### config.mk
export PLATFORM = sky130hd
export DESIGN_NAME = ubx_config_frame_builder_unit
export DESIGN_NICKNAME = d
export VERILOG_FILES = /design/src/ucfb_pkg.sv /design/src/ucfb_front.sv /design/src/ucfb_queue.sv /design/src/ucfb_back.sv /design/src/ubx_config_frame_builder_unit.sv
export SDC_FILE = /design/constraint.sdc
export NUM_CORES = 1
export LEC_CHECK = 0
export BUFFER_PORTS_ARGS = -buffer_cell sky130_fd_sc_hd__buf_2
export CAP_MARGIN = 20
export CORE_MARGIN = 4
export CORE_UTILIZATION = 45
export CTS_BUF_LIST = sky130_fd_sc_hd__clkbuf_16
export DETAILED_ROUTE_END_ITERATION = 10
export SYNTH_ARGS = -nofsm -noshare
export SYNTH_HDL_FRONTEND = slang
export SYNTH_HIERARCHICAL = 1
export SYNTH_SLANG_ARGS = --single-unit
### constraint.sdc
create_clock -name i_clk -period 7.12 [get_ports i_clk]
set_clock_uncertainty 0.2 [all_clocks]
set_input_delay 0 -clock i_clk [delete_from_list [all_inputs] [get_ports i_clk]]
set_output_delay 0 -clock i_clk [all_outputs]
set_load 0.03 [all_outputs]
### src/ucfb_pkg.sv
// shared types, constants and frame byte tables for the config frame builder
// depends on nothing; imported by every module of the block
package ucfb_pkg;

    // command codes
    localparam logic [1:0] OP_PORT = 2'd0;
    localparam logic [1:0] OP_RATE = 2'd1;
    localparam logic [1:0] OP_MSG  = 2'd2;

    // frame constants
    localparam logic [7:0] SYNC1      = 8'hB5;
    localparam logic [7:0] SYNC2      = 8'h62;
    localparam logic [7:0] CLASS_CFG  = 8'h06;
    localparam logic [7:0] ID_PORT    = 8'h00;
    localparam logic [7:0] ID_RATE    = 8'h08;
    localparam logic [7:0] ID_MSG     = 8'h01;
    localparam logic [7:0] LEN_PORT_P = 8'h14;
    localparam logic [7:0] LEN_RATE_P = 8'h06;
    localparam logic [7:0] LEN_MSG_P  = 8'h08;
    localparam logic [7:0] MODE_LO    = 8'hD0;
    localparam logic [7:0] MODE_HI    = 8'h08;
    localparam logic [7:0] ONE_B      = 8'h01;
    localparam logic [7:0] ZERO_B     = 8'h00;

    // byte index within a frame
    localparam int IDX_W = 5;
    localparam logic [IDX_W-1:0] LAST_PORT = IDX_W'(27);
    localparam logic [IDX_W-1:0] LAST_RATE = IDX_W'(13);
    localparam logic [IDX_W-1:0] LAST_MSG  = IDX_W'(15);
    localparam logic [IDX_W-1:0] CK_START  = IDX_W'(2);

    // period divider: 1000 / rate, one quotient bit per cycle
    localparam int DIV_W     = 10;
    localparam int DIV_CNT_W = 4;
    localparam logic [DIV_W-1:0]     DIV_DIVIDEND = DIV_W'(1000);
    localparam logic [DIV_CNT_W-1:0] DIV_LAST     = DIV_CNT_W'(DIV_W - 1);
    localparam int PERIOD_W = 16;

    // queue between front and back
    localparam int QDEPTH = 2;
    localparam int QPTR_W = (QDEPTH > 1) ? $clog2(QDEPTH) : 1;
    localparam int QCNT_W = $clog2(QDEPTH + 1);

    typedef enum logic [1:0] {
        KIND_PORT = 2'd0,
        KIND_RATE = 2'd1,
        KIND_MSG  = 2'd2
    } t_kind;

    typedef struct packed {
        logic [1:0]  op;
        logic [31:0] baud_rate;
        logic [7:0]  rate_hz;
        logic [7:0]  message_id;
        logic [7:0]  uart1_rate;
        logic [7:0]  usb_rate;
    } t_in_item;

    typedef struct packed {
        logic [7:0] frame_byte;
        logic       last_byte;
    } t_out_item;

    // classified command handed from front to back
    typedef struct packed {
        t_kind                kind;
        logic [31:0]          baud_rate;
        logic [PERIOD_W-1:0]  period;
        logic [7:0]           message_id;
        logic [7:0]           uart1_rate;
        logic [7:0]           usb_rate;
    } t_desc;

    // index of the final checksum byte for a frame kind
    function automatic logic [IDX_W-1:0] frame_last_idx(input t_kind kind);
        logic [IDX_W-1:0] res;
        case (kind)
            KIND_PORT: res = LAST_PORT;
            KIND_RATE: res = LAST_RATE;
            KIND_MSG:  res = LAST_MSG;
            default:   res = LAST_PORT;
        endcase
        return res;
    endfunction

    // header and payload byte at an index; checksum bytes come from the back end
    function automatic logic [7:0] frame_byte_at(input t_desc d,
                                                 input logic [IDX_W-1:0] idx);
        logic [7:0] res;
        res = ZERO_B;
        case (idx)
            IDX_W'(0): res = SYNC1;
            IDX_W'(1): res = SYNC2;
            IDX_W'(2): res = CLASS_CFG;
            default:   res = ZERO_B;
        endcase
        case (d.kind)
            KIND_PORT: begin
                case (idx)
                    IDX_W'(3):  res = ID_PORT;
                    IDX_W'(4):  res = LEN_PORT_P;
                    IDX_W'(6):  res = ONE_B;
                    IDX_W'(10): res = MODE_LO;
                    IDX_W'(11): res = MODE_HI;
                    IDX_W'(14): res = d.baud_rate[7:0];
                    IDX_W'(15): res = d.baud_rate[15:8];
                    IDX_W'(16): res = d.baud_rate[23:16];
                    IDX_W'(17): res = d.baud_rate[31:24];
                    IDX_W'(18): res = ONE_B;
                    IDX_W'(20): res = ONE_B;
                    default: ;
                endcase
            end
            KIND_RATE: begin
                case (idx)
                    IDX_W'(3):  res = ID_RATE;
                    IDX_W'(4):  res = LEN_RATE_P;
                    IDX_W'(6):  res = d.period[7:0];
                    IDX_W'(7):  res = d.period[15:8];
                    IDX_W'(8):  res = ONE_B;
                    IDX_W'(10): res = ONE_B;
                    default: ;
                endcase
            end
            KIND_MSG: begin
                case (idx)
                    IDX_W'(3):  res = ID_MSG;
                    IDX_W'(4):  res = LEN_MSG_P;
                    IDX_W'(6):  res = ONE_B;
                    IDX_W'(7):  res = d.message_id;
                    IDX_W'(9):  res = d.uart1_rate;
                    IDX_W'(11): res = d.usb_rate;
                    default: ;
                endcase
            end
            default: ;
        endcase
        return res;
    endfunction

endpackage

### src/ucfb_front.sv
// front end: accepts commands, classifies them, computes the rate period
// depends on ucfb_pkg; pushes descriptors into ucfb_queue
module ucfb_front
    import ucfb_pkg::*;
(
    input  logic     i_clk,
    input  logic     i_rst_n,
    input  logic     i_in_valid,
    output logic     o_in_stall,
    input  t_in_item i_in_item,
    output logic     o_push,
    output t_desc    o_desc,
    input  logic     i_full
);

    typedef enum logic [2:0] {
        S_IDLE = 3'b001,
        S_DIV  = 3'b010,
        S_PUSH = 3'b100
    } t_state;

    t_state               r_state, n_state;
    t_desc                r_desc, n_desc;
    logic [DIV_W-1:0]     r_quot, n_quot;
    logic [7:0]           r_rem, n_rem;
    logic [7:0]           r_divisor, n_divisor;
    logic [DIV_CNT_W-1:0] r_cnt, n_cnt;

    logic [8:0] rem_sh;
    logic       ge;

    // one restoring division step
    assign rem_sh = {r_rem, r_quot[DIV_W-1]};
    assign ge     = (rem_sh >= {1'b0, r_divisor});

    // control and datapath next state
    always_comb begin
        n_state   = r_state;
        n_desc    = r_desc;
        n_quot    = r_quot;
        n_rem     = r_rem;
        n_divisor = r_divisor;
        n_cnt     = r_cnt;
        case (r_state)
            S_IDLE: begin
                if (i_in_valid) begin
                    n_desc.baud_rate  = i_in_item.baud_rate;
                    n_desc.period     = '0;
                    n_desc.message_id = i_in_item.message_id;
                    n_desc.uart1_rate = i_in_item.uart1_rate;
                    n_desc.usb_rate   = i_in_item.usb_rate;
                    case (i_in_item.op)
                        OP_PORT: begin
                            n_desc.kind = KIND_PORT;
                            n_state     = S_PUSH;
                        end
                        OP_RATE: begin
                            n_desc.kind = KIND_RATE;
                            n_divisor   = (i_in_item.rate_hz == 8'd0) ? 8'd1
                                                                      : i_in_item.rate_hz;
                            n_quot      = DIV_DIVIDEND;
                            n_rem       = 8'd0;
                            n_cnt       = '0;
                            n_state     = S_DIV;
                        end
                        OP_MSG: begin
                            n_desc.kind = KIND_MSG;
                            n_state     = S_PUSH;
                        end
                        // undefined command: dropped, no frame
                        default: n_state = S_IDLE;
                    endcase
                end
            end
            S_DIV: begin
                n_rem  = ge ? 8'(rem_sh - {1'b0, r_divisor}) : rem_sh[7:0];
                n_quot = {r_quot[DIV_W-2:0], ge};
                n_cnt  = r_cnt + 1'b1;
                if (r_cnt == DIV_LAST) begin
                    n_desc.period = PERIOD_W'(n_quot);
                    n_state       = S_PUSH;
                end
            end
            S_PUSH: begin
                if (!i_full) begin
                    n_state = S_IDLE;
                end
            end
            default: n_state = S_IDLE;
        endcase
    end

    // state registers
    always_ff @(posedge i_clk) begin
        if (!i_rst_n) begin
            r_state <= S_IDLE;
        end else begin
            r_state <= n_state;
        end
    end

    // payload registers
    always_ff @(posedge i_clk) begin
        r_desc    <= n_desc;
        r_quot    <= n_quot;
        r_rem     <= n_rem;
        r_divisor <= n_divisor;
        r_cnt     <= n_cnt;
    end

    assign o_in_stall = (r_state != S_IDLE);
    assign o_push     = (r_state == S_PUSH);
    assign o_desc     = r_desc;

endmodule

### src/ucfb_queue.sv
// short descriptor queue between front and back ends
// depends on ucfb_pkg for the descriptor type and depth
module ucfb_queue
    import ucfb_pkg::*;
(
    input  logic  i_clk,
    input  logic  i_rst_n,
    input  logic  i_push,
    input  t_desc i_desc,
    output logic  o_full,
    input  logic  i_pop,
    output logic  o_valid,
    output t_desc o_desc
);

    t_desc             r_mem [QDEPTH];
    logic [QPTR_W-1:0] r_wr_ptr, r_rd_ptr;
    logic [QCNT_W-1:0] r_count;
    logic              do_push, do_pop;

    assign o_full  = (r_count == QCNT_W'(QDEPTH));
    assign o_valid = (r_count != '0);
    assign do_push = i_push && !o_full;
    assign do_pop  = i_pop && o_valid;
    assign o_desc  = r_mem[r_rd_ptr];

    // pointers and fill count
    always_ff @(posedge i_clk) begin
        if (!i_rst_n) begin
            r_wr_ptr <= '0;
            r_rd_ptr <= '0;
            r_count  <= '0;
        end else begin
            if (do_push) begin
                r_wr_ptr <= (r_wr_ptr == QPTR_W'(QDEPTH - 1)) ? '0 : r_wr_ptr + 1'b1;
            end
            if (do_pop) begin
                r_rd_ptr <= (r_rd_ptr == QPTR_W'(QDEPTH - 1)) ? '0 : r_rd_ptr + 1'b1;
            end
            if (do_push && !do_pop) begin
                r_count <= r_count + 1'b1;
            end else if (do_pop && !do_push) begin
                r_count <= r_count - 1'b1;
            end
        end
    end

    // storage
    always_ff @(posedge i_clk) begin
        if (do_push) begin
            r_mem[r_wr_ptr] <= i_desc;
        end
    end

endmodule

### src/ucfb_back.sv
// back end: walks a descriptor byte by byte and appends the fletcher checksum
// depends on ucfb_pkg; pops descriptors from ucfb_queue
module ucfb_back
    import ucfb_pkg::*;
(
    input  logic      i_clk,
    input  logic      i_rst_n,
    input  logic      i_q_valid,
    input  t_desc     i_desc,
    output logic      o_pop,
    output logic      o_out_valid,
    input  logic      i_out_stall,
    output t_out_item o_out_item
);

    logic [IDX_W-1:0] r_idx;
    logic [7:0]       r_ck_a, r_ck_b;
    logic             r_out_valid;
    t_out_item        r_out_item;

    logic [IDX_W-1:0] last_idx;
    logic [7:0]       raw_byte;
    logic [7:0]       cur_byte;
    logic [7:0]       sum_a;
    logic             advance;
    logic             in_sum;

    // byte selection for the current index
    always_comb begin
        last_idx = frame_last_idx(i_desc.kind);
        raw_byte = frame_byte_at(i_desc, r_idx);
        if (r_idx == last_idx) begin
            cur_byte = r_ck_b;
        end else if (r_idx == last_idx - 1'b1) begin
            cur_byte = r_ck_a;
        end else begin
            cur_byte = raw_byte;
        end
        in_sum  = (r_idx >= CK_START) && (r_idx < last_idx - 1'b1);
        sum_a   = r_ck_a + raw_byte;
        advance = i_q_valid && (!r_out_valid || !i_out_stall);
    end

    // byte counter and output valid
    always_ff @(posedge i_clk) begin
        if (!i_rst_n) begin
            r_idx       <= '0;
            r_out_valid <= 1'b0;
        end else begin
            if (advance) begin
                r_out_valid <= 1'b1;
                r_idx       <= (r_idx == last_idx) ? '0 : r_idx + 1'b1;
            end else if (!i_out_stall) begin
                r_out_valid <= 1'b0;
            end
        end
    end

    // running checksum and output register
    always_ff @(posedge i_clk) begin
        if (advance) begin
            r_out_item.frame_byte <= cur_byte;
            r_out_item.last_byte  <= (r_idx == last_idx);
            if (r_idx == '0) begin
                r_ck_a <= 8'd0;
                r_ck_b <= 8'd0;
            end else if (in_sum) begin
                r_ck_a <= sum_a;
                r_ck_b <= r_ck_b + sum_a;
            end
        end
    end

    assign o_pop       = advance && (r_idx == last_idx);
    assign o_out_valid = r_out_valid;
    assign o_out_item  = r_out_item;

endmodule

### src/ubx_config_frame_builder_unit.sv
// top level of the configuration frame builder
// depends on ucfb_pkg, ucfb_front, ucfb_queue and ucfb_back
//
// Usage: one command item on the input channel (i_in_valid / o_in_stall)
// selects a frame kind: port setup (28 bytes), measurement rate (14 bytes)
// or message enable (16 bytes). The frame leaves on the output channel
// (o_out_valid / i_out_stall) one byte per item, last_byte set on the
// final checksum byte. An undefined op is taken and produces nothing.
// A taken command passes the front state register, the queue and the
// back end output register before its first byte shows; a rate command
// first runs the period divider, one quotient bit per cycle. Throughput:
// the back end sends one byte per cycle while the receiver does not
// stall; the front takes a new command once it has pushed the last one
// while the two-entry queue has room, so the byte stream stays unbroken.
// Reset clears the front state, the queue and the output valid at once.
// While the receiver stalls the current byte holds and the back end
// waits; the front keeps filling the queue until it is full.
module ubx_config_frame_builder_unit
    import ucfb_pkg::*;
(
    input  logic      i_clk,
    input  logic      i_rst_n,
    input  logic      i_in_valid,
    output logic      o_in_stall,
    input  t_in_item  i_in_item,
    output logic      o_out_valid,
    input  logic      i_out_stall,
    output t_out_item o_out_item
);

    logic  push, full, pop, q_valid;
    t_desc push_desc, head_desc;

    // command intake and classification
    ucfb_front u_front (
        .i_clk      (i_clk),
        .i_rst_n    (i_rst_n),
        .i_in_valid (i_in_valid),
        .o_in_stall (o_in_stall),
        .i_in_item  (i_in_item),
        .o_push     (push),
        .o_desc     (push_desc),
        .i_full     (full)
    );

    // decoupling queue
    ucfb_queue u_queue (
        .i_clk   (i_clk),
        .i_rst_n (i_rst_n),
        .i_push  (push),
        .i_desc  (push_desc),
        .o_full  (full),
        .i_pop   (pop),
        .o_valid (q_valid),
        .o_desc  (head_desc)
    );

    // frame serializer
    ucfb_back u_back (
        .i_clk       (i_clk),
        .i_rst_n     (i_rst_n),
        .i_q_valid   (q_valid),
        .i_desc      (head_desc),
        .o_pop       (pop),
        .o_out_valid (o_out_valid),
        .i_out_stall (i_out_stall),
        .o_out_item  (o_out_item)
    );

endmodule

==> results of run 1 <==
==> logic make-up after synthesis <==
kind of cell / after synthesis
xor gates and xnor gates: 19
and+or+nand+nor: 206
AOI/OAI and AO/OA: 156
other: 1
DFF: 285
adders and majority gates: 40
buffers and inverters: 81
muxes: 88
==> synth_stat cells (7+ instances only) <==
cell type  instances
edfxtp_1         271
mux2_1            60
nand2_1           47
nor2_1            39
o21ai_0           38
ha_1              37
inv_1             31
and2_1            28
a21oi_1           26
clkbuf_1          21
nand2b_1          16
a22oi_1           14
dfxtp_1           14
mux2_2            14
mux2i_1           14
xnor2_1           13
nand3_1           12
nor3_1            12
a21o_1            11
nor2b_1           11
buf_2              9
buf_4              8
buf_6              8
o22ai_1            8
a21boi_0           7
a222oi_1           7
==> flip-flops by register name, summed over array words and instances (netlist names), 3 cells and up, named ones only <==
signal	cells
u_back/o_out_item	9
u_front/o_desc	68
u_front/r_quot	10
u_front/r_rem	8
u_front/r_cnt	4
u_queue/r_mem	148
u_front/r_divisor	8
u_back/r_ck_b	8
u_back/r_ck_a	8
u_back/r_idx	5
u_front/r_state	3
==> cell type report <==
class | instances | area share (%)
clock buffers | 30 | 4.78
clock inverters | 22 | 1.12
inverters | 33 | 0.788
multi-input cells | 515 | 25.1
flip-flops and latches | 285 | 53.6
well taps | 378 | 3.01
repair buffers | 225 | 11.7
==> power by group <==
group	internal [mW]	switching, mW
clock	0.834	0.618
combinational	0.103	0.0944
sequential	1.89	0.0229
total	2.83	0.735
==> layer usage <==
layer	vias up	share of wire (%)	routed length (µm)
li1	3718	-	-
met1	3770	45	11900
met2	161	49	12900
met3	40	4.4	1160
met4	0	2.1	571
met5	-	0	0
==> through the flow <==
step,cells,setup WS [ns],total power [mW]
after CTS,1488,1.08,3.60
after detailed placement,1298,1.11,2.08
after global routing,1488,0.429,3.71
final,1488,1.02,3.56
after floorplan,881,2.28,2.03
after global placement,1298,1.23,2.08
==> worst max path at each step <==
stage / from / end / slack (ns)
6_report: u_back/r_idx[0] / u_back/r_ck_b[7] / 1.02
3_5_place_dp: u_back/r_idx[0] / u_back/r_ck_b[7] / 1.11
2_1_floorplan: u_back/r_idx[1] / u_back/r_ck_b[7] / 2.28
5_1_grt: u_back/r_idx[0] / u_back/r_ck_b[7] / 0.43
4_1_cts: u_back/r_idx[0] / u_back/r_ck_b[7] / 1.08
3_3_place_gp: u_back/r_idx[0] / u_back/r_ck_b[7] / 1.23
==> what timing repair did <==
item / in CTS / in global routing
setup endpoints to repair: 0 / 0
endpoints found under the hold margin: 90 / 0
hold buffers: 138 / 0
==> critical path: stages (launching register included) <==
cell,delay (ns)
dfxtp_1,0.54
inv_1,0.24
ha_1,0.73
nor3b_1,0.15
nor4_1,0.77
nand4_1,0.24
o22ai_1,0.24
a21oi_1,0.06
o22ai_1,0.27
inv_1,0.11
fa_1,0.44
nor2b_1,0.11
o21ai_0,0.08
nand2b_1,0.12
xor2_1,0.19
ha_1,0.32
nand3_1,0.12
o211ai_1,0.10
o21ai_0,0.21
nand2b_1,0.08
a21oi_1,0.18
xnor2_1,0.15
xnor3_1,0.15
nor2_1,0.04
==> results.cfg, run 1 <==
[yosys]
syn_area_um2 = 12700
synth_edf_count = 271
synthXorXnorAreaFrac_pct = 1.47
synth_adder_area_share_pct = 4.11
ys_seq_elements = 285
synthMuxAreaShare_pct = 7.65
synthSimpleGateAreaFrac_pct = 8.88
async_flop_share_pct = 0
synth_top_area_cell = edfxtp_1
synth-compound-area-share_pct = 8.55
syn_avg_cell_area_um2 = 14.5
ys.warnings.count = 6
synthTopCellsByArea = edfxtp_1 (64%), mux2_1 (5.3%), ha_1 (3.6%)
synth_top_area_share_pct = 63.9
syn_inst = 876
yosysSeqAreaShare_pct = 66.1
synth_ff_type = edfxtp_1
synth_top_family_by_area = simple AND/OR/NAND/NOR gates
yosysUniqueCellTypes = 74

[power]
p_leak_nw = 5.59
ir_worst_vdd_mv = 0.172
powerDensity_nw_per_um2 = 227

[global_route]
grt_max_degree = 66
overflow = 0
met2_usage_pct = 29.5
track_usage_pct = 17.3
top_usage_layer = met2
grt_util_met1_pct = 23.7
grt_pass1_wl_mm = 43.2
use_met3_pct = 2.63
antenna_found_initial = 0
grt_pass1_vias = 8059

[layout]
drive_gt1_share_pct = 15.0
layout_common_cells = edfxtp_1 (271), dlygate4sd3_1 (138), buf_2 (80), mux2_1 (60), nand2_1 (47)
diodes = 0
syn_to_final_growth_pct = 23.5
multiInputGateArea_um2 = 3940
fill_cells = 2252
final_area_um2 = 15700
mostFrequentLayoutCell = edfxtp_1
nNetsFinal = 1200
fin_util_pct = 56.4
regArea_um2 = 8420

[sta]
period_minus_slack_ns = 6.10
whs_ns = 0.120
slew_headroom_pct = 28.2
slew_viol_final = 0
setup_viol = 0
hold_viol_final = 0
period_share_pct = 85.7
worst_pin_slew_ns = 1.08
fmax_ghz = 0.164
rsz0062_at_grt = false
setup_tns_ns = 0

[worst_setup_path]
crit_path_end_kind = flop
reg2reg_to = u_back/r_ck_b[7]
cp.required_ns = 7.20
reg2reg_from = u_back/r_idx[0]
path_class = reg2reg
r2r_setup_slack_ns = 1.02
path_max_fanout = 22
startpoint_type = flop
rr_worst_depth = 23
crit_arrival_ns = 6.18

[placement]
dp_hpwl_mm = 16.5
place.gp.congestion = 0.889
io_buffers = 80
dpl_cell_area_um2 = 13400

[cts]
htree_num_levels = 1
clock_sinks = 285
ctsRootBufferMaster = clkbuf_16
cts_resized = 0
post_cts_buffers = 0
numCtsBuffers = 30
clkLatencyLatePin_ns = 0.56
cts_tree = done
clk_path_buf_depth = 3
clk_pin_slew_worst_paths_ns = 0.06

[hold_path]
hold_end = u_front/o_desc[73]
hold_path.class = in2reg
holdPathStages = 3
worstHoldStart = i_in_item[64]

[route]
ant_nets = 0
via_per_inst = 5.17
routedWlPerCell_um = 17.9
dr.pass1.iters = 6
drcViolationCount = 0
drt_iter0_markers = 439
routed_wl_mm = 26.6
via_count = 7689

[status]
status = complete, no violations

[die]
die_h_um = 176
io_pins = 81
die_w_um = 176
core-area_um2 = 27900
num_rows = 61
dieArea_um2 = 31000
start_util_pct = 45.7

[job]
maxCapViolCount = 0
Power figures use the tool's default switching activity.
==> run 2, diff against run 1 <==
- CORE_UTILIZATION: 45 -> 40
- GPL_ROUTABILITY_DRIVEN: unset -> 0
==> run 2 against run 1 <==
Worst setup slack better by 0.13 ns. Power grew 0.75%. Combinational power is 2% lower. Utilization is 6.3 points lower. Sequential share of layout area decreased by 0.17 points. Critical endpoint unchanged.
==> results.cfg, run 2 (synthesis gave the netlist of run 1 again) <==
[sta]
period_share_pct = 83.8
fmax_ghz = 0.168
slew_viol_final = 0
worst_pin_slew_ns = 0.970
period_minus_slack_ns = 5.97
setup_viol = 0
hold_viol_final = 0
setup_slack_ns = 1.15
slew_headroom_pct = 35.3
setup_tns_ns = 0
rsz0062_at_grt = false
whs_ns = 0.0533

[die]
start_util_pct = 40.4
core-area_um2 = 31500
dieArea_um2 = 34700
num_rows = 65
die_h_um = 186
die_w_um = 186
io_pins = 81

[placement]
pre_cts_ws_ns = 1.21
dp_cells = 1325
dpl_cell_area_um2 = 13500
io_buffers = 80
dp_hpwl_mm = 15.9

[route]
via_per_inst = 5.06
ant_nets = 0
drt_iter0_markers = 699
dr.pass1.iters = 5
routedWlPerCell_um = 16.7
routed_wl_mm = 25.4
drcViolationCount = 0
via_count = 7682

[worst_setup_path]
path_max_fanout = 22
cp.required_ns = 7.21
crit_chain = inv_1, ha_1, nor3b_1, nor4_1, nand4_1, o22ai_1, a21oi_1, o22ai_1, inv_1, fa_1, nor2b_1, o21ai_0, nand2b_1, xor2_1, ha_1, nand3_1, o211ai_1, o21ai_0, nand2b_1, a21oi_1, xnor2_1, xnor3_1, nor2_1
cpMaxStageDelayCell = ha_1
critPathLaunch = u_back/r_idx[0]
critPathBufInv = 2
reg2reg_from = u_back/r_idx[0]
startpoint_type = flop
crit_path_end_kind = flop
path_class = reg2reg
crit_family = simple AND/OR/NAND/NOR gates
critPathMaxStageDelay_ns = 0.73
crit_arrival_ns = 6.06

[global_route]
antenna_found_initial = 0
overflow = 0
grt_util_met1_pct = 20.4
use_met3_pct = 2.17
track_usage_pct = 14.4
top_usage_layer = met2
grt_pass1_vias = 7661
grt_pass1_wl_mm = 41.0
met2_usage_pct = 23.6
grt_max_degree = 71

[layout]
diodes = 0
top_register = u_queue/r_mem
largest_reg_flops = 148
drive_gt1_share_pct = 15.5
regArea_um2 = 8420
syn_to_final_growth_pct = 23.9
layout_common_cells = edfxtp_1 (271), dlygate4sd3_1 (136), buf_2 (80), mux2_1 (60), nand2_1 (47)
fill_cells = 2628
multiInputGateArea_um2 = 3930
mostFrequentLayoutCell = edfxtp_1
final_area_um2 = 15800
fin_util_pct = 50.1
nNetsFinal = 1202
fin_cells = 1518

[cts]
ctsRootBufferMaster = clkbuf_16
clock_sinks = 285
cts_resized = 0
cts_hold_buf = 136
cts_tree = done
post_cts_buffers = 0
htree_num_levels = 1
clkLatencyLatePin_ns = 0.55
clk_pin_slew_worst_paths_ns = 0.06
clk_path_buf_depth = 3
numCtsBuffers = 31

[hold_path]
hold_path.class = in2reg
worstHoldStart = i_in_item[24]

[power]
p_total_mw = 3.59
ir_worst_vdd_mv = 0.176
p_leak_nw = 5.62
powerDensity_nw_per_um2 = 227

[status]
status = complete, no violations

[job]
maxCapViolCount = 0
[run 2: worst paths after layout]
kind | cells past startpoint | slack (ns) | end
worst min register to register | 0 | 0.24 | u_queue/r_mem[1][4]
worst max-delay path | 23 | 1.15 | u_back/r_ck_b[7]
worst max register to register | 23 | 1.15 | u_back/r_ck_b[7]
worst min-delay path | 3 | 0.05 | u_front/r_divisor[0]
[run 2: layer usage]
metal  routed length (µm)  share of wire (%)  vias up
li1                     -                  -     3743
met2                12200                 48      163
met5                    0                  0        -
met3                  999                3.9       39
met4                  527                2.1        0
met1                11600                 46     3737
[run 2: worst reg2reg max path, cell delays in order (launching register included)]
cell      delay, ns
dfxtp_1        0.54
inv_1          0.25
ha_1           0.73
nor3b_1        0.17
nor4_1         0.64
nand4_1        0.24
o22ai_1        0.24
a21oi_1        0.07
o22ai_1        0.29
inv_1          0.11
fa_1           0.44
nor2b_1        0.13
o21ai_0        0.08
nand2b_1       0.11
xor2_1         0.19
ha_1           0.31
nand3_1        0.11
o211ai_1       0.10
o21ai_0        0.21
nand2b_1       0.08
a21oi_1        0.17
xnor2_1        0.14
xnor3_1        0.15
nor2_1         0.04
[run 2: where the power goes]
part | total [mW] | switching [mW] | internal (mW)
sequential | 1.91 | 0.0224 | 1.89
clock | 1.48 | 0.623 | 0.860
combinational | 0.194 | 0.0919 | 0.102
total | 3.59 | 0.737 | 2.85
[run 2: area by class of cell]
cell class / instances / share of cell area [%]
Tap cell: 402 / 3.19
Sequential cell: 285 / 53.4
Timing Repair Buffer: 226 / 11.6
Inverter: 33 / 0.785
Multi-Input combinational cell: 515 / 24.9
Clock inverter: 26 / 1.12
Clock buffer: 31 / 4.92
==> run 3, diff against run 2 <==
- clock period: 7.12 -> 6 ns (I/O delays scaled with it)
==> run 3 against run 2 <==
Power rose by 21%. First-iteration DRC count rose by 24%. Highest routed layer unchanged. Critical path depth rose by 1.
==> results.cfg, run 3 (synthesis gave the netlist of run 1 again) <==
[status]
status = complete, no violations

[sta]
whs_ns = 0.108
fmax_ghz = 0.186
hold_viol_final = 0
setup_viol = 0
rsz0062_at_grt = false
worst_pin_slew_ns = 1.03
slew_viol_final = 0
slew_headroom_pct = 31.0
setup_tns_ns = 0
period_share_pct = 89.6
period_minus_slack_ns = 5.38

[cts]
htree_num_levels = 1
clock_sinks = 285
ctsRootBufferMaster = clkbuf_16
cts_tree = done
clk_path_buf_depth = 3
clkLatencyLatePin_ns = 0.57
numCtsBuffers = 30
clk_pin_slew_worst_paths_ns = 0.06

[layout]
top_register = u_queue/r_mem
fill_cells = 2661
diodes = 0
fin_cells = 1521
layout_common_cells = edfxtp_1 (271), dlygate4sd3_1 (137), buf_2 (80), mux2_1 (60), nand2_1 (47)
mostFrequentLayoutCell = edfxtp_1
nNetsFinal = 1207
drive_gt1_share_pct = 16.1
largest_reg_flops = 148
syn_to_final_growth_pct = 24.8

[power]
ir_worst_vdd_mv = 0.221
internal_power_mw = 3.45
swShare_pct = 20.6
p_leak_nw = 5.67
powerDensity_nw_per_um2 = 273
switching_power_mw = 0.894
clkPwrFrac_pct = 42.4
p_comb_share_pct = 5.4
seq_power_share_pct = 52.2

[route]
drcViolationCount = 0
via_per_inst = 5.11
drt_iter0_markers = 865
ant_nets = 0
routedWlPerCell_um = 17.3
routed_wl_mm = 26.4
via_count = 7766
dr.pass1.iters = 5

[global_route]
grt_pass1_wl_mm = 42.3
grt_pass1_vias = 7924
antenna_found_initial = 0
track_usage_pct = 14.9
overflow = 0
grt_max_degree = 74

[worst_setup_path]
crit_path_end_kind = flop
startpoint_type = flop
r2r_setup_slack_ns = 0.62
path_max_fanout = 16
cp.required_ns = 6.08
crit_arrival_ns = 5.46
critPathLaunch = u_back/r_idx[0]
reg2reg_to = u_back/r_ck_b[7]
reg2reg_from = u_back/r_idx[0]
path_class = reg2reg
endpoint = u_back/r_ck_b[7]
rr_worst_depth = 24

[die]
num_rows = 65
start_util_pct = 40.4
io_pins = 81
die_w_um = 186
core-area_um2 = 31500
dieArea_um2 = 34700
die_h_um = 186

[placement]
io_buffers = 80
dp_hpwl_mm = 16.6
dp_cells = 1330

[job]
maxCapViolCount = 0

[hold_path]
hold_path.class = in2reg
[run 3: metal layers]
| layer | share of wire, % | GRT usage (%) |
|---|---|---|
| met2 | 49 | 25.4 |
| met5 | 0 | 0 |
| met4 | 2.0 | 3.19 |
| met3 | 5.5 | 2.77 |
| met1 | 44 | 20.2 |
[run 3: cell type report]
class / count / area (µm²) / area share (%)
repair buffers: 232 / 1900 / 11.9
clock inverters: 24 / 249 / 1.57
multi-input cells: 515 / 3940 / 24.8
flip-flops and latches: 285 / 8420 / 53.0
clock buffers: 30 / 751 / 4.73
inverters: 33 / 124 / 0.780
well taps: 402 / 503 / 3.17
[run 3: how the worst min path moves through the flow]
stage / from / end / depth (start not counted)
final: i_in_item[64] / u_front/o_desc[73] / 3
after global routing: i_in_item[65] / u_front/o_desc[73] / 3
after global placement: i_in_item[15] / u_front/o_desc[15] / 1
after detailed placement: i_in_item[21] / u_front/o_desc[21] / 1
after CTS: i_in_item[64] / u_front/o_desc[73] / 3
after floorplan: i_rst_n / u_front/r_state[0] / 1
[run 3: through the flow]
step	cell area (µm²)	setup slack (ns)	utilization (%)	power, mW
finish	15900	0.623	50.5	4.34
global route	15900	0.0737	50.5	4.52
CTS	15900	0.561	50.5	4.40
detailed placement	13500	0.615	42.9	2.47
global placement	13500	0.783	42.9	2.47
floorplan	12700	1.16	-	2.41
[run 3: power groups by stage]
stage          registers (mW)  clock network (mW)  logic (mW)
2_1_floorplan            2.30                   0       0.108
3_3_place_gp             2.31                   0       0.162
3_5_place_dp             2.31                   0       0.164
4_1_cts                  2.27                1.90       0.232
5_1_grt                  2.27                1.99       0.258
6_report                 2.27                1.84       0.235
[run 3: timing repair]
| action | CTS | global route |
|---|---|---|
| hold buffers | 137 | 0 |
| hold endpoints to repair | 90 | 0 |
| setup buffers | 0 | 0 |
| gates resized for setup | 0 | 1 |
| setup endpoints to repair | 0 | 1 |
[run 3: critical path, stage by stage (launching register included)]
cell and delay [ns]:
dfxtp_1 0.34, inv_1 0.15, ha_1 0.61, nor2b_4 0.08
a2111oi_4 0.43, nor3_1 0.14, a21boi_0 0.28, o21ai_0 0.13
a31oi_1 0.26, ha_1 0.21, inv_1 0.06, fa_1 0.39
nor2b_1 0.13, o21ai_0 0.09, nand2b_1 0.11, xor2_1 0.18
ha_1 0.31, nand3_1 0.11, o211ai_1 0.11, o21ai_0 0.19
nand2b_1 0.08, a21oi_1 0.18, xnor2_1 0.14, xnor3_1 0.15
nor2_1 0.04
